## config.mk

```make
export PLATFORM = sky130hd
export DESIGN_NAME = ipr_rooms
export DESIGN_NICKNAME = d
export VERILOG_FILES = /design/src/design/ipr_pkg.sv /design/src/design/ipr_rooms.sv
export SDC_FILE = /design/constraint.sdc
export NUM_CORES = 1
export LEC_CHECK = 0
export ABC_AREA = 0
export BUFFER_PORTS_ARGS = -buffer_cell sky130_fd_sc_hd__buf_4
export CAP_MARGIN = 10
export CELL_PAD_IN_SITES_DETAIL_PLACEMENT = 1
export CELL_PAD_IN_SITES_GLOBAL_PLACEMENT = 1
export CORE_MARGIN = 2
export CORE_UTILIZATION = 42
export CTS_CLUSTER_SIZE = 24
export DETAILED_ROUTE_END_ITERATION = 16
export PLACE_DENSITY = 0.71
export REMOVE_ABC_BUFFERS = 1
export SYNTH_ARGS = -nofsm -noshare
export SYNTH_HDL_FRONTEND = slang
export SYNTH_SLANG_ARGS = --single-unit
```

## constraint.sdc

```tcl
create_clock -name clk -period 5.1 [get_ports clk]
set_input_delay 0 -clock clk [delete_from_list [all_inputs] [get_ports clk]]
set_output_delay 0 -clock clk [all_outputs]
set_load 0.01 [all_outputs]
```

## src/design/ipr_pkg.sv

```systemverilog
package ipr_pkg;

  localparam int MAX_ACTIVITIES_DEF = 32;
  localparam int TIME_BITS_DEF      = 16;

  typedef struct packed {
    logic [15:0] start_time;
    logic [15:0] end_time;
    logic        last_item;
  } request_t;

  typedef struct packed {
    logic [5:0] activity_number;
    logic [5:0] room;
    logic [5:0] room_count;
    logic       last_result;
  } result_t;

  typedef enum logic [1:0] {
    ST_IDLE,
    ST_PLACE,
    ST_EMIT
  } state_t;

  typedef struct packed {
    logic ins;
    logic rot;
    logic clr;
  } cell_ctl_t;

  typedef struct packed {
    logic search;
    logic init;
    logic inc;
    logic clr;
  } room_ctl_t;

endpackage

```

## src/design/ipr_rooms.sv

```systemverilog
module ipr_rooms #(
  parameter int MAX_ACTIVITIES = ipr_pkg::MAX_ACTIVITIES_DEF,
  parameter int TIME_BITS      = ipr_pkg::TIME_BITS_DEF,
  parameter int ROOM_W         = 6
) (
  input  logic                 clk,
  input  logic                 rst,
  input  ipr_pkg::room_ctl_t   ctl,
  input  logic [TIME_BITS-1:0] act_st,
  input  logic [TIME_BITS-1:0] act_en,
  output logic                 hit,
  output logic [ROOM_W-1:0]    hit_room,
  output logic [ROOM_W-1:0]    open_rooms
);

  logic [TIME_BITS-1:0]      room_end [MAX_ACTIVITIES];
  logic [MAX_ACTIVITIES-1:0] fit;
  logic [MAX_ACTIVITIES-1:0] sel;

  always_comb begin
    hit      = 1'b0;
    hit_room = '0;
    sel      = '0;
    for (int j = 0; j < MAX_ACTIVITIES; j++) begin
      fit[j] = (ROOM_W'(j) < open_rooms) && (act_st >= room_end[j]);
    end
    for (int j = MAX_ACTIVITIES - 1; j >= 0; j--) begin
      if (fit[j]) begin
        hit      = 1'b1;
        hit_room = ROOM_W'(j + 1);
        sel      = '0;
        sel[j]   = 1'b1;
      end
    end
  end

  always_ff @(posedge clk) begin
    if (rst || ctl.clr) begin
      open_rooms <= '0;
      for (int j = 0; j < MAX_ACTIVITIES; j++) begin
        room_end[j] <= '0;
      end
    end else begin
      if (ctl.init) begin
        open_rooms <= ROOM_W'(1);
      end else if (ctl.inc && (open_rooms < ROOM_W'(MAX_ACTIVITIES))) begin
        open_rooms <= open_rooms + ROOM_W'(1);
      end
      for (int j = 0; j < MAX_ACTIVITIES; j++) begin
        if (ctl.search && sel[j]) begin
          room_end[j] <= act_en;
        end
      end
    end
  end

endmodule

```

==> results.cfg, run 1 <==
[status]
status = completed

[place]
io_buffers = 50
place_hpwl_um = 63500
place_congestion = 0.870
postPlaceCellArea_mm2 = 0.0329

[critical_path]
end_kind = flip-flop
ff2ff_setup_slack_ps = 450
cp_top_family = compound AO/OA/AOI/OAI gates
start_kind = flip-flop
crit_arrival_ps = 4960
worstPathMaxFanout = 16
r2r_end = room_end[1][161]
timing.setup.critical_path_class = flip-flop to flip-flop
cpMaxStageDelayCell = nand4_2
path_cells = inv_1, ha_1, and4_1, o211a_1, a221o_1, a311o_1, a21oi_2, buf_4, a21bo_2, nor4_1, nand4_2, o41ai_4, buf_4
r2r_cells = 13
slowest_delay_ps = 630
crit_required_ps = 5410
r2r_start = room_end[0][250]
worst-path-buf-inv = 3
crit_top_cell = buf_4

[grt]
grt_start_max_net_pins = 33
grt_usage_pct = 25.9
antenna_found_initial = 1
grt_pass1_wl_um = 145000
grt-ovfl-total = 0
grt_pass1_vias = 23780

[power]
ir_drop_uv = 239
leakage_nw = 14.8
power_density_mw_per_mm2 = 298

[detailed_routing]
avgViaCountPerCell = 5.65
dr_total_vias = 22321
drt.antenna.violating_nets = 0
drc = 0
initialDrtViolationCount = 1559
wl_um = 96800
first_pass_iters = 5
wire_per_inst_um = 24.5

[synth]
syn_area_mm2 = 0.0308
yosysUniqueCellTypes = 81
synth_edf_count = 512
synth_async_sr_flop_share_pct = 0
seq_area_frac_synth_pct = 50.2
yosys_warnings = 0
synth_top_cell_by_area = edfxtp_1
synth_area_leaders = edfxtp_1, ha_1, inv_1
dominantRegCellSynth = edfxtp_1
syn_avg_cell_area_um2 = 11.0
synth-seq-cells = 518
synth_top_area_share_pct = 49.9
syn_inst = 2797

[clock_network]
post_cts_resize_count = 0
clock_latency_ps = 630
cts_tree = yes
path_clk_slew_ps = 60
clock_path_buffers = 3
htreeDepth = 2
numCtsBuffers = 56
numClockSinks = 518
clock-root-buffer = clkbuf_16

[sta]
setup_viol = 0
relSlewSlack_pct = 24.1
setup_tns_ps = 0
finalHoldViolCount = 0
post-route-min-period_ps = 4650
worstMarginPinSlew_ps = 1140
slew_viol_final = 0
rsz0062_at_grt = no
max_clock_freq_mhz = 215
skew_ps = 21.6
post-route-period-util_pct = 91.2

[layout]
drive_above_1_share_pct = 8.37
design_area_mm2 = 0.0347
syn_to_final_growth_pct = 12.6
utilization_pct = 47.7
final_cell_mix = inv_1, ha_1, edfxtp_1
final_common_cell = inv_1
fin_nets = 3498

[hold_path]
min_from = act_en[1]
hp-class = input port to flip-flop
hold_depth = 4
hold_end = room_end[1][1]

[floorplan]
num_rows = 99
die_w_um = 275
coreArea_mm2 = 0.0728
initial_utilization_pct = 42.3
die_area_mm2 = 0.0756
fp.dieH_um = 275
ioPinCount = 51

[job]
cap_violations = 0
## worst reg2reg max path: stages, from the launching register on
cell	delay (ps)
edfxtp_1	370
inv_1	80
ha_1	240
and4_1	200
o211a_1	150
a221o_1	290
a311o_1	360
a21oi_2	190
buf_4	180
a21bo_2	270
nor4_1	610
nand4_2	630
o41ai_4	460
buf_4	290
## how the worst max path moves through the flow
stage	from	to	cells after the start
4_1_cts	room_end[0][252]	room_end[1][161]	13
6_report	room_end[0][250]	room_end[1][161]	13
3_3_place_gp	act_st[11]	room_end[1][160]	13
2_1_floorplan	act_st[0]	room_end[1][128]	11
3_5_place_dp	act_st[11]	room_end[1][161]	13
5_1_grt	room_end[1][192]	hit_room[2]	11
## where the power goes
| part | switching (W) | internal (W) |
|---|---|---|
| clock network | 0.00172 | 0.00223 |
| logic | 0.000906 | 0.000517 |
| registers | 0.0000642 | 0.00491 |
| total | 0.00269 | 0.00765 |
## cell usage after synthesis (all sizes together) (10+ instances only)
library cell	count
inv	521
ha	514
edfxtp	512
nor2	344
a21oi	144
nand2	107
o21ai	85
a21o	84
nand3	45
clkbuf	36
nand2b	35
nand4	33
a211oi	31
o21a	30
nor2b	28
o31ai	20
and4	17
buf	16
nor3	16
a2111oi	14
o211ai	13
o2111ai	11
and2	10
## sequential cells by signal, indices dropped and copies added (netlist names)
name        count
open_rooms      6
room_end      512
## stage by stage
step           power, W  cells  hold slack [ps]  setup slack, ps
5_1_grt          0.0107   3947             39.1              288
2_1_floorplan   0.00584   2745              124             52.6
4_1_cts          0.0104   3947             7.00              505
3_5_place_dp    0.00645   3831              225              409
6_report         0.0103   3949             30.7              450
3_3_place_gp    0.00632   3831              217              674
## per-layer routing
metal	routed length, µm	global-route usage, %	part of all wire (%)	up-vias
met2	46000	43.8	48	629
met1	41400	33.7	43	11315
met4	3690	9.57	3.8	0
li1	-	-	-	10182
met3	5710	3.62	5.9	195
met5	0	0	0	-
## cells by family (layout without fill, tap and decap cells)
logic type / Yosys count / after routing / share of synthesized area, %
adders and majority gates: 514 / 514 / 20.9
buffers and inverters: 573 / 764 / 7.12
DFF: 518 / 518 / 50.2
and+or+nand+nor: 668 / 668 / 10.4
xor gates and xnor gates: 4 / 4 / 0.114
AOI/OAI and AO/OA: 520 / 520 / 11.3
other: 0 / 2 / 0
## cell type report
| cell class | count | area (µm²) |
|---|---|---|
| flip-flops and latches | 518 | 15500 |
| clock inverters | 24 | 181 |
| multi-input cells | 1706 | 13200 |
| well taps | 959 | 1200 |
| fillers | 7834 | 38100 |
| clock buffers | 76 | 1530 |
| inverters | 521 | 1960 |
| repair buffers | 143 | 1150 |
| diodes | 2 | 5.00 |
## what timing repair did
action | 4_1_cts | 5_1_grt
buffers inserted | 0 | 0
hold endpoints to repair | 57 | 0
hold buffers | 16 | 0
(Power assumes the default switching activity.)
==> run 2: changes to the inputs <==
--- a/config.mk
+++ b/config.mk
@@ -12,6 +12,7 @@
 export CELL_PAD_IN_SITES_GLOBAL_PLACEMENT = 1
 export CORE_MARGIN = 2
 export CORE_UTILIZATION = 42
+export CTS_BUF_LIST = sky130_fd_sc_hd__clkbuf_8
 export CTS_CLUSTER_SIZE = 24
 export DETAILED_ROUTE_END_ITERATION = 16
 export PLACE_DENSITY = 0.71
==> results.cfg, run 2 (synthesis gave the netlist of run 1 again) <==
[floorplan]
initial_utilization_pct = 42.3
coreArea_mm2 = 0.0728
die_area_mm2 = 0.0756
ioPinCount = 51
die_w_um = 275
num_rows = 99
fp.dieH_um = 275

[detailed_routing]
drc = 0
wl_um = 97000
drt.antenna.violating_nets = 0
initialDrtViolationCount = 1727
first_pass_iters = 6
avgViaCountPerCell = 5.58
wire_per_inst_um = 24.1
dr_total_vias = 22461

[hold_path]
hp-class = input port to flip-flop

[grt]
grt_pass1_vias = 24094
grtUsageMet2_pct = 43.3
met3_usage_pct = 5.43
grt_pass1_wl_um = 144000
grt.busiest_layer = met2
gr-usage-met1_pct = 32.5
grt-ovfl-total = 0
antenna_found_initial = 4
grt_start_max_net_pins = 33
grt_usage_pct = 26.0

[place]
place_hpwl_um = 63500
postPlaceCellArea_mm2 = 0.0329
place_congestion = 0.870
io_buffers = 50

[sta]
setup_viol = 0
post-route-period-util_pct = 93.5
setup_tns_ps = 0
skew_ps = 37.6
finalHoldViolCount = 0
max_clock_freq_mhz = 210
worstMarginPinSlew_ps = 1160
post-route-min-period_ps = 4770
slew_viol_final = 0
relSlewSlack_pct = 22.6
rsz0062_at_grt = no

[critical_path]
worstPathMaxFanout = 6
timing.setup.critical_path_class = flip-flop to output pin
start_kind = flip-flop
cpMaxStageDelayCell = o311ai_0
end_kind = output pin
path_cells = inv_1, ha_1, nor2b_1, a21oi_1, nor4_1, a211o_1, a21oi_1, nand3b_1, nor2b_1, o311ai_0, a41oi_1, buf_4
crit_required_ps = 5100
cp_top_family = compound AO/OA/AOI/OAI gates
slowest_delay_ps = 710
worst-path-buf-inv = 2
crit_arrival_ps = 4770

[clock_network]
post_cts_resize_count = 0
path_clk_slew_ps = 60
numClockSinks = 518
clock_path_buffers = 3
numCtsBuffers = 91
clock-root-buffer = clkbuf_8
htreeDepth = 3
post_cts_buffers = 0
cts_tree = yes
hold_buffers = 22
clock_latency_ps = 710

[layout]
largest_reg_flops = 512
final_cell_mix = inv_1, ha_1, edfxtp_1
fillers = 7900
reg_top3 = room_end: 512 flops, open_rooms: 6 flops
drive_above_1_share_pct = 9.76
final_common_cell = inv_1
top_register = room_end
design_area_mm2 = 0.0348
fin_nets = 3539
syn_to_final_growth_pct = 12.8

[power]
leakage_nw = 14.9
ir_drop_uv = 162
power_density_mw_per_mm2 = 289

[status]
status = completed

[job]
cap_violations = 0
-- run 2: cell count changes in the layout (fill, tap and decap cells not counted) --
cell | before | now
bufinv_16 | 3 | 2
clkbuf_1 | 16 | 0
clkbuf_16 | 57 | 0
clkbuf_8 | 3 | 95
clkinv_1 | 11 | 22
clkinv_2 | 10 | 20
clkinvlp_4 | 0 | 5
diode_2 | 2 | 3
dlygate4sd3_1 | 16 | 22
inv_1 | 520 | 546
-- run 2: per-stage QoR --
step	setup WS (ps)	instances	power [W]	hold WS [ps]	util, %
floorplan	52.6	2745	0.00584	124	-
finish	332	4026	0.0101	107	47.7
CTS	458	4023	0.0101	61.8	47.7
detailed placement	409	3831	0.00645	225	45.1
global route	235	4025	0.0105	129	47.7
global placement	674	3831	0.00632	217	45.1
-- run 2: report_power, final --
group          leakage, nW  internal [W]  total (W)  switching [W]
registers             5.73       0.00491    0.00497      0.0000644
logic                 8.21      0.000518    0.00142       0.000902
clock network        0.963       0.00183    0.00367        0.00183
total                 14.9       0.00726     0.0101        0.00280
-- run 2: worst paths after layout --
path | slack, ps | cells after the start | startpoint | end
hold / removal | 110 | 4 | ctl[0] | room_end[1][142]
hold reg to reg | 760 | 3 | open_rooms[0] | open_rooms[3]
setup / recovery | 330 | 12 | open_rooms[1] | hit_room[2]
setup reg to reg | 450 | 13 | room_end[0][252] | room_end[1][168]
-- run 2: metal layers --
metal	routed length (µm)	vias up
met5	9	-
met4	4150	2
met3	7130	237
met2	45400	688
met1	40300	11244
li1	-	10290
-- run 2: worst min-delay path, delay by kind of cell --
family / cells / cell delay, ps
simple gates: 1 / 170
compound gates: 1 / 120
buf+inv: 2 / 340
-- run 2: cell type report --
class | instances | area [µm²] | share of cell area, %
diodes | 3 | 7.51 | 0.0216
clock buffers | 95 | 1310 | 3.76
well taps | 959 | 1200 | 3.45
multi-input cells | 1706 | 13200 | 38.0
flip-flops and latches | 518 | 15500 | 44.6
repair buffers | 149 | 1210 | 3.48
inverters | 521 | 1960 | 5.62
clock inverters | 75 | 378 | 1.09
