$ cat config.mk
export PLATFORM = sky130hd
export DESIGN_NAME = ipr_cell
export DESIGN_NICKNAME = d
export VERILOG_FILES = /design/src/design/ipr_pkg.sv /design/src/design/ipr_cell.sv
export SDC_FILE = /design/constraint.sdc
export NUM_CORES = 1
export LEC_CHECK = 0
export ABC_AREA = 1
export BUFFER_PORTS_ARGS = -buffer_cell sky130_fd_sc_hd__buf_4
export CORE_MARGIN = 4
export CORE_UTILIZATION = 39
export DETAILED_ROUTE_END_ITERATION = 10
export GPL_TIMING_DRIVEN = 0
export PLACE_DENSITY = 0.79
export SETUP_SLACK_MARGIN = 0.02
export SLEW_MARGIN = 10
export SYNTH_ARGS = -nofsm -noshare
export SYNTH_HDL_FRONTEND = slang
export SYNTH_SLANG_ARGS = --single-unit
$ cat constraint.sdc
create_clock -name clk -period 4.6 [get_ports clk]
set_clock_uncertainty 0.15 [all_clocks]
set_input_delay 0.92 -clock clk [delete_from_list [all_inputs] [get_ports clk]]
set_output_delay 0.92 -clock clk [all_outputs]
set_load 0.02 [all_outputs]
$ cat src/design/ipr_pkg.sv
package ipr_pkg;

  localparam int MAX_ACTIVITIES_DEF = 32;
  localparam int TIME_BITS_DEF      = 16;

  typedef struct packed {
    logic [15:0] start_time;
    logic [15:0] end_time;
    logic        last_item;
  } request_t;

  typedef struct packed {
    logic [5:0] activity_number;
    logic [5:0] room;
    logic [5:0] room_count;
    logic       last_result;
  } result_t;

  typedef enum logic [1:0] {
    ST_IDLE,
    ST_PLACE,
    ST_EMIT
  } state_t;

  typedef struct packed {
    logic ins;
    logic rot;
    logic clr;
  } cell_ctl_t;

  typedef struct packed {
    logic search;
    logic init;
    logic inc;
    logic clr;
  } room_ctl_t;

endpackage

$ cat src/design/ipr_cell.sv
module ipr_cell #(
  parameter int TIME_BITS = ipr_pkg::TIME_BITS_DEF,
  parameter int NUM_W     = 5,
  parameter int ROOM_W    = 6
) (
  input  logic                  clk,
  input  logic                  rst,
  input  ipr_pkg::cell_ctl_t    ctl,
  input  logic [TIME_BITS-1:0]  new_st,
  input  logic [TIME_BITS-1:0]  new_en,
  input  logic [NUM_W-1:0]      new_num,
  input  logic                  prev_keep,
  output logic                  keep,
  input  logic                  prev_valid,
  input  logic [TIME_BITS-1:0]  prev_st,
  input  logic [TIME_BITS-1:0]  prev_en,
  input  logic [NUM_W-1:0]      prev_num,
  input  logic                  next_valid,
  input  logic [TIME_BITS-1:0]  next_st,
  input  logic [TIME_BITS-1:0]  next_en,
  input  logic [NUM_W-1:0]      next_num,
  input  logic [ROOM_W-1:0]     next_room,
  input  logic [TIME_BITS-1:0]  wrap_st,
  input  logic [TIME_BITS-1:0]  wrap_en,
  input  logic [NUM_W-1:0]      wrap_num,
  input  logic [ROOM_W-1:0]     wrap_room,
  output logic                  valid,
  output logic [TIME_BITS-1:0]  st,
  output logic [TIME_BITS-1:0]  en,
  output logic [NUM_W-1:0]      num,
  output logic [ROOM_W-1:0]     room
);

  // stay put when holding an end time no later than the incoming one
  assign keep = valid && (en <= new_en);

  always_ff @(posedge clk) begin
    if (rst) begin
      valid <= 1'b0;
      room  <= '0;
    end else if (ctl.clr) begin
      valid <= 1'b0;
      room  <= '0;
    end else if (ctl.ins && !keep) begin
      room <= '0;
      if (prev_keep) begin
        valid <= 1'b1;
        st    <= new_st;
        en    <= new_en;
        num   <= new_num;
      end else begin
        valid <= prev_valid;
        st    <= prev_st;
        en    <= prev_en;
        num   <= prev_num;
      end
    end else if (ctl.rot && valid) begin
      if (next_valid) begin
        st   <= next_st;
        en   <= next_en;
        num  <= next_num;
        room <= next_room;
      end else begin
        st   <= wrap_st;
        en   <= wrap_en;
        num  <= wrap_num;
        room <= wrap_room;
      end
    end
  end

endmodule

==> results.py, run 1 <==
metrics = {
    "run_status": {
        "run_status": "complete, no violations",
    },
    "grt": {
        "residual_overflow_from_global_routing": 0,
        "grt.met3_usage": 0.04558,
        "total_routing_usage_reported_by_global_routing": 0.2223,
        "grt.met2_usage": 0.4074,
        "top_usage_layer": "met2",
        "wire_length_of_the_first_global_routing_pass_um": 17910,
        "grt_start_max_net_pins": 20,
        "grt_pass1_vias": 3935,
        "grt_antenna_before_repair": 0,
        "globalRouteMet1Util": 0.2598,
    },
    "floorplanning": {
        "vertical_die_dimension_um": 99.72,
        "io_pins": 213,
        "die_area_um2": 9943,
        "floorplan.initialDensity": 0.3993,
        "coreArea_um2": 8217,
        "die_width_um": 99.72,
        "rows": 33,
    },
    "power": {
        "cellInternalPower_uw": 801.2,
        "leakagePower_nw": 2.734,
        "switching_power_uw": 304.9,
        "seqPwrFrac": 0.416,
        "power.density_cell_area_nw_per_um2": 214.8,
        "totalPowerFinal_mw": 1.106,
        "power_switching_share": 0.2756,
        "combPwrFrac": 0.305,
        "clock_power_share": 0.279,
        "max-vdd-ir-drop_mv": 0.1153,
    },
    "worst_setup_path": {
        "cp_max_fo": 10,
        "r2r.worst_path.cells": 11,
        "crit_path_start": "new_en[5]",
        "timing.critical_path.mode_cell": "nand2_1",
        "timing.critical_path.slowest_cell_delay_ns": 0.30,
        "worst-path-buf-inv": 5,
        "ff2ff_setup_slack_ns": 1.69,
        "endpoint_kind": "primary output",
        "crit_path_cell_chain": "buf_4 > inv_1 > ha_1 > a21oi_1 > nor2_1 > nor2_1 > nand2_1 > nand2_1 > nand2_1 > nand2_1 > nand2_2 > buf_2 > inv_1 > buf_4",
        "worstReg2RegStart": "en[15]$_DFFE_PP_",
        "path_delay_family": "buffers and inverters",
        "setup.worst_path.start_class": "input pin",
        "crit-reg2reg-capture": "en[8]$_DFFE_PP_",
        "critPathCapture": "keep",
        "required_ns": 3.53,
        "cp_slowest_cell": "ha_1",
        "critical_path_class": "input pin to primary output",
        "worst-path-stages": 14,
        "arrival_ns": 2.41,
    },
    "route": {
        "avgViaCountPerCell": 4.817,
        "wl_per_cell_um": 14.34,
        "count_of_unresolved_drc_violations_after_routing": 0,
        "route.vias.total": 3801,
        "detail-route-antenna-nets": 0,
        "first_pass_iters": 4,
        "wl_um": 11320,
        "drt-initial-drc-count": 137,
    },
    "yosys": {
        "ys.warnings.count": 0,
        "post_synth_instance_area_um2": 3281,
        "syn_area_per_cell_um2": 7.055,
        "synth-seq-area-share": 0.3814,
        "net_count_of_the_mapped_netlist": 649,
        "post_synth_num_cell_types": 22,
        "synth-seq-cells": 44,
        "syn_inst": 465,
    },
    "timing": {
        "finalHoldWorstSlack_ns": 0.4010,
        "setup_repair_after_global_routing_missed_its_margin": "no",
        "post-route-min-period_ns": 3.480,
        "hold_viol": 0,
        "fin_tns_setup_ns": 0,
        "max_clock_freq_ghz": 0.2873,
        "tightest_slew_ns": 0.6958,
        "timing.final.setup_violations": 0,
        "post-route-period-util": 0.7566,
        "maxSlewHeadroom": 0.5351,
        "final-max-slew-violation-count": 0,
    },
    "cts": {
        "maximum_root_to_sink_buffer_count": 2,
        "post_cts_resize_count": 0,
        "total_clock_buffers_created_by_cts": 5,
        "clock_insertion_delay_worst_skew_ns": 0.29,
        "postCtsSetupRepairBufs": 0,
        "clock_tree.htree_level_count": 2,
        "clk_pin_slew_ns": 0.09,
        "ctsHoldBuffers": 0,
        "tritoncts_num_sinks": 44,
        "cts_tree": "built",
        "clk_root_buffer_cell": "clkbuf_8",
    },
    "finish": {
        "insertedDiodeCount": 0,
        "design.final.nets": 867,
        "fillers": 755,
        "area.sequential_um2": 1251,
        "multi_input_comb_area_um2": 1805,
        "syn2layout_area_growth_pct": 56.94,
        "final_layout_size_suffix_gt1_frac": 0.3772,
        "post_layout_nonfiller_instances": 789,
    },
    "placed_design": {
        "globalplace.congestion": 0.8763,
        "detailed_place_hpwl_um": 9178,
        "port-buffer-count": 210,
        "numPlacedInstances": 781,
    },
    "run": {
        "maxCapViolations": 0,
    },
    "min_path": {
        "holdCritPathClass": "register to register",
    },
}
[power groups by stage]
stage,Clock (mW),Sequential [mW],Combinational [mW]
2_1_floorplan,0,0.486,0.149
3_3_place_gp,0,0.470,0.330
3_5_place_dp,0,0.469,0.340
4_1_cts,0.310,0.460,0.341
5_1_grt,0.327,0.462,0.378
6_report,0.308,0.460,0.338
[cell type report]
cell class / instances / area share
Clock buffer: 8 / 0.02357
Sequential cell: 44 / 0.2430
Inverter: 26 / 0.01896
Multi-Input combinational cell: 367 / 0.3507
Buffer: 28 / 0.02673
Timing Repair Buffer: 211 / 0.3115
Tap cell: 105 / 0.02552
[worst register-to-register path: cells and delay by family, from the launching register on]
| kind | cells | cell delay, ns |
|---|---|---|
| AOI/OAI and AO/OA | 1 | 0.59 |
| and+or+nand+nor | 7 | 0.67 |
| adders and majority gates | 1 | 0.32 |
| buffers and inverters | 2 | 0.45 |
| DFF | 1 | 0.43 |
[worst min-delay path by stage]
stage,start,endpoint,slack [ns],cells past startpoint
floorplan,room[0]$_SDFFE_PP0P_,room[0]$_SDFFE_PP0P_,0.46,2
global placement,room[2]$_SDFFE_PP0P_,room[2]$_SDFFE_PP0P_,0.36,2
detailed placement,room[4]$_SDFFE_PP0P_,room[4]$_SDFFE_PP0P_,0.38,2
CTS,room[4]$_SDFFE_PP0P_,room[4]$_SDFFE_PP0P_,0.40,2
global route,room[4]$_SDFFE_PP0P_,room[4]$_SDFFE_PP0P_,0.44,2
finish,room[4]$_SDFFE_PP0P_,room[4]$_SDFFE_PP0P_,0.40,2
[synthesized netlist by cell type]
| cell type | count | area share |
|---|---|---|
| o21ai_0 | 7 | 0.011 |
| clkbuf_1 | 15 | 0.017 |
| nor3_1 | 1 | 0.0015 |
| nand4_1 | 1 | 0.0019 |
| buf_2 | 8 | 0.012 |
| buf_4 | 2 | 0.0046 |
| nand2_1 | 219 | 0.25 |
| edfxtp_1 | 37 | 0.34 |
| buf_1 | 1 | 0.0011 |
| dfxtp_1 | 7 | 0.043 |
| a21oi_1 | 21 | 0.032 |
| nand2_2 | 2 | 0.0038 |
| mux2_2 | 22 | 0.076 |
| a21o_1 | 1 | 0.0023 |
| buf_6 | 2 | 0.0069 |
| inv_1 | 24 | 0.027 |
| nand3_1 | 46 | 0.070 |
| nor2_1 | 30 | 0.034 |
| ha_1 | 16 | 0.061 |
| nor3_2 | 1 | 0.0031 |
| inv_2 | 1 | 0.0011 |
| clkinv_1 | 1 | 0.0011 |
[logic make-up after synthesis]
logic type,Yosys count,synth area share
simple gates,300,0.3654
buf+inv,54,0.07170
flops,44,0.3814
compound gates,29,0.04500
mux,22,0.07552
fa+ha+maj,16,0.06102
[routing by layer]
layer | part of all wire | up-vias
met1 | 0.39 | 1689
met5 | 0 | -
met3 | 0.077 | 18
li1 | - | 1939
met2 | 0.51 | 155
met4 | 0.021 | 0
[placed cells by master (no fill, tap or decap), types with 8 or more instances in the layout]
master    count
inv_1        24
edfxtp_1     37
nand3_1      46
nand2_1     219
ha_1         16
a21oi_1      20
buf_2         8
nor2_1       30
buf_4       212
mux2_2       22
clkbuf_1     15
[flip-flops by register name, indices dropped and copies added, names as in the netlist]
signal and cells:
en 16, num 5, room 6, st 16
valid 1
[per-stage QoR]
stage,instance area [um2],util,setup WS (ns)
2_1_floorplan,3281,-,0.1842
3_3_place_gp,4989,0.6071,-0.9994
3_5_place_dp,5027,0.6118,1.023
4_1_cts,5149,0.6266,1.103
5_1_grt,5149,0.6266,0.9678
6_report,5149,0.6266,1.120
No activity file was read; power rests on OpenSTA's default activity.
==> inputs of run 2 (changes only) <==
--- a/config.mk
+++ b/config.mk
@@ -8,10 +8,10 @@
 export ABC_AREA = 1
 export BUFFER_PORTS_ARGS = -buffer_cell sky130_fd_sc_hd__buf_4
 export CORE_MARGIN = 4
-export CORE_UTILIZATION = 39
+export CORE_UTILIZATION = 43
 export DETAILED_ROUTE_END_ITERATION = 10
 export GPL_TIMING_DRIVEN = 0
-export PLACE_DENSITY = 0.79
+export PLACE_DENSITY = 0.82
 export SETUP_SLACK_MARGIN = 0.02
 export SLEW_MARGIN = 10
 export SYNTH_ARGS = -nofsm -noshare
==> constraint.sdc (replaced) <==
create_clock -name clk -period 3.5 [get_ports clk]
set_clock_uncertainty 0.15 [all_clocks]
set_input_delay 0.7 -clock clk [delete_from_list [all_inputs] [get_ports clk]]
set_output_delay 0.7 -clock clk [all_outputs]
set_load 0.02 [all_outputs]
==> run 2 against run 1 <==
Against the previous run: clock power grew 50%; count of clock-buffer cells in the layout is the same; wire length grew 2.3%; sequential power grew 31%; largest power group unchanged; highest routed layer unchanged.
==> results.py, run 2 (synthesis results as in run 1) <==
metrics = {
    "route": {
        "detail-route-antenna-nets": 0,
        "first_pass_iters": 5,
        "routed_length_on_met3_um": 992,
        "top_layer_used": "met4",
        "route.vias.total": 3819,
        "count_of_unresolved_drc_violations_after_routing": 0,
        "met2WireLength_um": 5880,
        "wl_um": 11580,
        "wl_per_cell_um": 14.79,
        "avgViaCountPerCell": 4.877,
        "drt-initial-drc-count": 157,
        "wl_met1_um": 4428,
    },
    "floorplanning": {
        "floorplan.initialDensity": 0.4475,
        "io_pins": 213,
        "coreArea_um2": 7331,
        "die_area_um2": 9091,
        "die_width_um": 95.35,
        "vertical_die_dimension_um": 95.35,
        "rows": 31,
    },
    "finish": {
        "layout.cells.most_common_list": "nand2_1, buf_4, nand3_1",
        "insertedDiodeCount": 0,
        "layout_commonest_cell": "nand2_1",
        "final_cell_area_um2": 5164,
        "top_regs": "en x16, st x16, room x6",
        "final_layout_size_suffix_gt1_frac": 0.3772,
        "final_core_utilization": 0.7044,
        "syn2layout_area_growth_pct": 57.40,
        "design.final.nets": 867,
    },
    "cts": {
        "cts_tree": "built",
        "ctsHoldBuffers": 0,
        "clock_insertion_delay_worst_skew_ns": 0.30,
        "clk_root_buffer_cell": "clkbuf_8",
        "post_cts_resize_count": 0,
        "tritoncts_num_sinks": 44,
        "clk_pin_slew_ns": 0.10,
        "maximum_root_to_sink_buffer_count": 2,
        "postCtsSetupRepairBufs": 0,
        "clock_tree.htree_level_count": 2,
        "total_clock_buffers_created_by_cts": 5,
    },
    "timing": {
        "post-route-min-period_ns": 3.044,
        "setup_repair_after_global_routing_missed_its_margin": "no",
        "maxSlewHeadroom": 0.5397,
        "tightest_slew_ns": 0.6889,
        "final-max-slew-violation-count": 0,
        "post-route-period-util": 0.8698,
        "fin_tns_setup_ns": 0,
        "max_clock_freq_ghz": 0.3285,
        "finalHoldWorstSlack_ns": 0.4099,
        "hold_viol": 0,
        "timing.final.setup_violations": 0,
    },
    "power": {
        "power.density_cell_area_nw_per_um2": 293.0,
        "max-vdd-ir-drop_mv": 0.1725,
        "totalPowerFinal_mw": 1.513,
        "leakagePower_nw": 2.745,
    },
    "worst_setup_path": {
        "arrival_ns": 2.19,
        "setup.worst_path.start_class": "input pin",
        "critical_path_class": "input pin to primary output",
        "timing.critical_path.slowest_cell_delay_ns": 0.30,
        "crit_path_cell_chain": "buf_4 > inv_1 > ha_1 > nand2_1 > nor3_2 > nand2_1 > nand2_1 > nand2_1 > nand2_2 > buf_2 > inv_1 > buf_4",
        "cp_max_fo": 10,
        "endpoint_kind": "primary output",
        "path_delay_family": "buffers and inverters",
        "cp_slowest_cell": "ha_1",
        "required_ns": 2.65,
        "worst-path-buf-inv": 5,
        "timing.critical_path.mode_cell": "nand2_1",
    },
    "run_status": {
        "run_status": "complete, no violations",
    },
    "grt": {
        "grt_pass1_vias": 3761,
        "residual_overflow_from_global_routing": 0,
        "total_routing_usage_reported_by_global_routing": 0.2475,
        "wire_length_of_the_first_global_routing_pass_um": 17400,
        "grt_antenna_before_repair": 0,
        "grt_start_max_net_pins": 21,
    },
    "placed_design": {
        "port-buffer-count": 210,
        "detailed_place_hpwl_um": 9302,
        "globalplace.congestion": 0.8563,
        "placedInstanceArea_um2": 5020,
    },
    "min_path": {
        "holdCritPathClass": "register to register",
    },
    "run": {
        "maxCapViolations": 0,
    },
}
run 2: layer usage:
| metal | track usage | vias to the layer above |
|---|---|---|
| met1 | 0.2916 | 1698 |
| met3 | 0.06077 | 22 |
| li1 | - | 1940 |
| met2 | 0.4402 | 159 |
| met5 | 0 | - |
| met4 | 0.07692 | 0 |
run 2: area by class of cell:
type,count,area (um2)
timing repair buffer,211,1604
buffer,28,137.6
fill,625,2167
sequential,44,1251
tap,99,123.9
multi-input combinational,367,1805
inverter,26,97.59
clock buffer,8,143.9
run 2: power by group:
part           leakage [nW]  total (mW)  switching (mW)  internal (mW)
combinational          2.27       0.447           0.214          0.233
clock                0.0729       0.462           0.190          0.271
sequential            0.399       0.604         0.00779          0.597
total                  2.74        1.51           0.412           1.10
run 2: worst reg2reg max path: cells and delay by family (launching register included):
| family | cells | cell delay [ns] |
|---|---|---|
| AND/OR/NAND/NOR | 7 | 0.69 |
| AO/OA/AOI/OAI | 1 | 0.59 |
| buffers and inverters | 2 | 0.46 |
| flip-flops | 1 | 0.44 |
| adder cells (fa/ha/maj) | 1 | 0.32 |
run 2: through the flow:
step | worst slack, ns | instances
after global routing | 0.2716 | 783
after CTS | 0.4555 | 783
after global placement | -0.7359 | 774
final | 0.4557 | 783
after floorplan | 0.05418 | 465
after detailed placement | 0.1542 | 775
run 2: worst paths after layout:
| kind | from | to | cells past startpoint | slack, ns |
|---|---|---|---|---|
| setup / recovery | new_en[15] | keep | 12 | 0.46 |
| hold / removal | room[5]$_SDFFE_PP0P_ | room[5]$_SDFFE_PP0P_ | 2 | 0.41 |
| setup reg to reg | en[15]$_DFFE_PP_ | st[5]$_DFFE_PP_ | 11 | 0.57 |
| hold reg to reg | room[5]$_SDFFE_PP0P_ | room[5]$_SDFFE_PP0P_ | 2 | 0.41 |
==> inputs of run 3 (changes only) <==
--- a/config.mk
+++ b/config.mk
@@ -7,8 +7,10 @@
 export LEC_CHECK = 0
 export ABC_AREA = 1
 export BUFFER_PORTS_ARGS = -buffer_cell sky130_fd_sc_hd__buf_4
+export CORE_ASPECT_RATIO = 1.1
 export CORE_MARGIN = 4
 export CORE_UTILIZATION = 43
+export CTS_CLUSTER_SIZE = 30
 export DETAILED_ROUTE_END_ITERATION = 10
 export GPL_TIMING_DRIVEN = 0
 export PLACE_DENSITY = 0.82
==> run 3 against run 2 <==
Against the previous run: global-route usage decreased by 0.24 points; count of clock-buffer cells in the layout unchanged; wire length decreased by 1.3%; highest routed layer unchanged; utilization decreased by 1.9 points; via count increased by 0.24%; maximum frequency about the same; critical endpoint unchanged; register-to-register slack improved by 0.05 ns; largest power group unchanged; sequential share of layout area increased by 0.33 points; worst setup slack got worse by 0.0022 ns.
==> results.py, run 3 (synthesis results as in run 1) <==
metrics = {
    "run_status": {
        "run_status": "complete, no violations",
    },
    "cts": {
        "postCtsSetupRepairBufs": 0,
        "total_clock_buffers_created_by_cts": 5,
        "clock_insertion_delay_worst_skew_ns": 0.29,
        "clk_pin_slew_ns": 0.08,
        "clk_root_buffer_cell": "clkbuf_8",
        "clock_tree.htree_level_count": 2,
        "tritoncts_num_sinks": 44,
        "cts_tree": "built",
        "maximum_root_to_sink_buffer_count": 2,
        "post_cts_resize_count": 0,
        "ctsHoldBuffers": 0,
    },
    "route": {
        "count_of_unresolved_drc_violations_after_routing": 0,
        "drt-initial-drc-count": 181,
        "detail-route-antenna-nets": 0,
        "avgViaCountPerCell": 4.965,
        "first_pass_iters": 4,
        "wl_um": 11430,
        "wl_per_cell_um": 14.82,
        "route.vias.total": 3828,
    },
    "min_path": {
        "timing.hold.worst_path_depth": 2,
        "holdCritPathClass": "register to register",
        "hold_end": "room[3]$_SDFFE_PP0P_",
        "hold_path_startpoint": "room[3]$_SDFFE_PP0P_",
    },
    "floorplanning": {
        "rows": 33,
        "io_pins": 213,
        "vertical_die_dimension_um": 99.61,
        "floorplan.initialDensity": 0.4414,
        "die_area_um2": 9092,
        "coreArea_um2": 7432,
        "die_width_um": 91.28,
    },
    "timing": {
        "finalHoldWorstSlack_ns": 0.3984,
        "timing.final.setup_violations": 0,
        "tightest_slew_ns": 0.6571,
        "fin_tns_setup_ns": 0,
        "post-route-period-util": 0.8704,
        "final-max-slew-violation-count": 0,
        "maxSlewHeadroom": 0.5610,
        "hold_viol": 0,
        "setup_repair_after_global_routing_missed_its_margin": "no",
        "post-route-min-period_ns": 3.047,
        "max_clock_freq_ghz": 0.3282,
    },
    "grt": {
        "total_routing_usage_reported_by_global_routing": 0.2451,
        "grt_start_max_net_pins": 21,
        "wire_length_of_the_first_global_routing_pass_um": 17890,
        "residual_overflow_from_global_routing": 0,
        "grt_pass1_vias": 3878,
        "grt_antenna_before_repair": 0,
    },
    "finish": {
        "layout.cells.most_common_list": "nand2_1, buf_4, nand3_1",
        "insertedDiodeCount": 0,
        "final_layout_size_suffix_gt1_frac": 0.3743,
        "post_layout_nonfiller_instances": 771,
        "top_regs": "en x16, st x16, room x6",
        "design.final.nets": 867,
        "syn2layout_area_growth_pct": 55.30,
        "layout_commonest_cell": "nand2_1",
        "final_core_utilization": 0.6855,
    },
    "worst_setup_path": {
        "cp_max_fo": 10,
        "arrival_ns": 2.20,
        "ff2ff_setup_slack_ns": 0.62,
        "endpoint_kind": "primary output",
        "r2r.worst_path.cells": 15,
        "worstReg2RegStart": "en[3]$_DFFE_PP_",
        "setup.worst_path.start_class": "input pin",
        "required_ns": 2.65,
        "critical_path_class": "input pin to primary output",
        "crit-reg2reg-capture": "en[10]$_DFFE_PP_",
    },
    "placed_design": {
        "numPlacedInstances": 763,
        "port-buffer-count": 210,
        "globalplace.congestion": 0.8531,
        "detailed_place_hpwl_um": 9239,
    },
    "power": {
        "max-vdd-ir-drop_mv": 0.1628,
        "power.density_cell_area_nw_per_um2": 270.3,
        "leakagePower_nw": 2.717,
    },
    "run": {
        "maxCapViolations": 0,
    },
}
==> run 3: cell counts in the layout (fill, tap and decap cells not counted) <==
No cell type changed its count.
==> run 3: worst max path at each step <==
stage          cells past startpoint               end  startpoint
2_1_floorplan                     11   en[0]$_DFFE_PP_  new_en[15]
3_3_place_gp                      12   en[4]$_DFFE_PP_  new_en[15]
3_5_place_dp                      13   en[5]$_DFFE_PP_  new_en[15]
4_1_cts                           14              keep   new_en[5]
5_1_grt                           13  en[10]$_DFFE_PP_  new_en[15]
6_report                          14              keep   new_en[5]
==> run 3: final cells by class <==
| cell class | count | area (um2) |
|---|---|---|
| Tap cell | 87 | 108.9 |
| Clock buffer | 8 | 90.09 |
| Sequential cell | 44 | 1251 |
| Multi-Input combinational cell | 367 | 1805 |
| Inverter | 26 | 97.59 |
| Fill cell | 653 | 2337 |
| Timing Repair Buffer | 211 | 1604 |
| Buffer | 28 | 137.6 |
==> run 3: metal layers <==
| metal | global-route usage | share of wire | up-vias |
|---|---|---|---|
| met5 | 0 | 0 | - |
| met4 | 0.07773 | 0.016 | 0 |
| met3 | 0.04312 | 0.068 | 13 |
| met2 | 0.4581 | 0.53 | 155 |
| met1 | 0.2828 | 0.38 | 1723 |
| li1 | - | - | 1937 |
==> run 3: power breakdown <==
group / switching (mW) / leakage [nW] / internal [mW]
clock network: 0.165 / 0.0455 / 0.161
logic: 0.213 / 2.27 / 0.233
registers: 0.00779 / 0.399 / 0.596
==> run 3: critical path, stage by stage <==
cell	delay, ns
buf_4	0.11
inv_1	0.08
ha_1	0.25
a21oi_1	0.17
nor2_1	0.06
nor2_1	0.11
nand2_1	0.07
nand2_1	0.05
nand2_1	0.04
nand2_1	0.08
nand2_2	0.07
buf_2	0.19
inv_1	0.07
buf_4	0.13
==> run 3: per-stage QoR <==
step	setup slack (ns)	cell area [um2]	total power, mW
6_report	0.4535	5095	1.377
5_1_grt	0.2721	5095	1.457
3_3_place_gp	-0.7080	4970	1.049
3_5_place_dp	0.1843	5005	1.063
4_1_cts	0.4397	5095	1.385
2_1_floorplan	0.05418	3284	0.8352
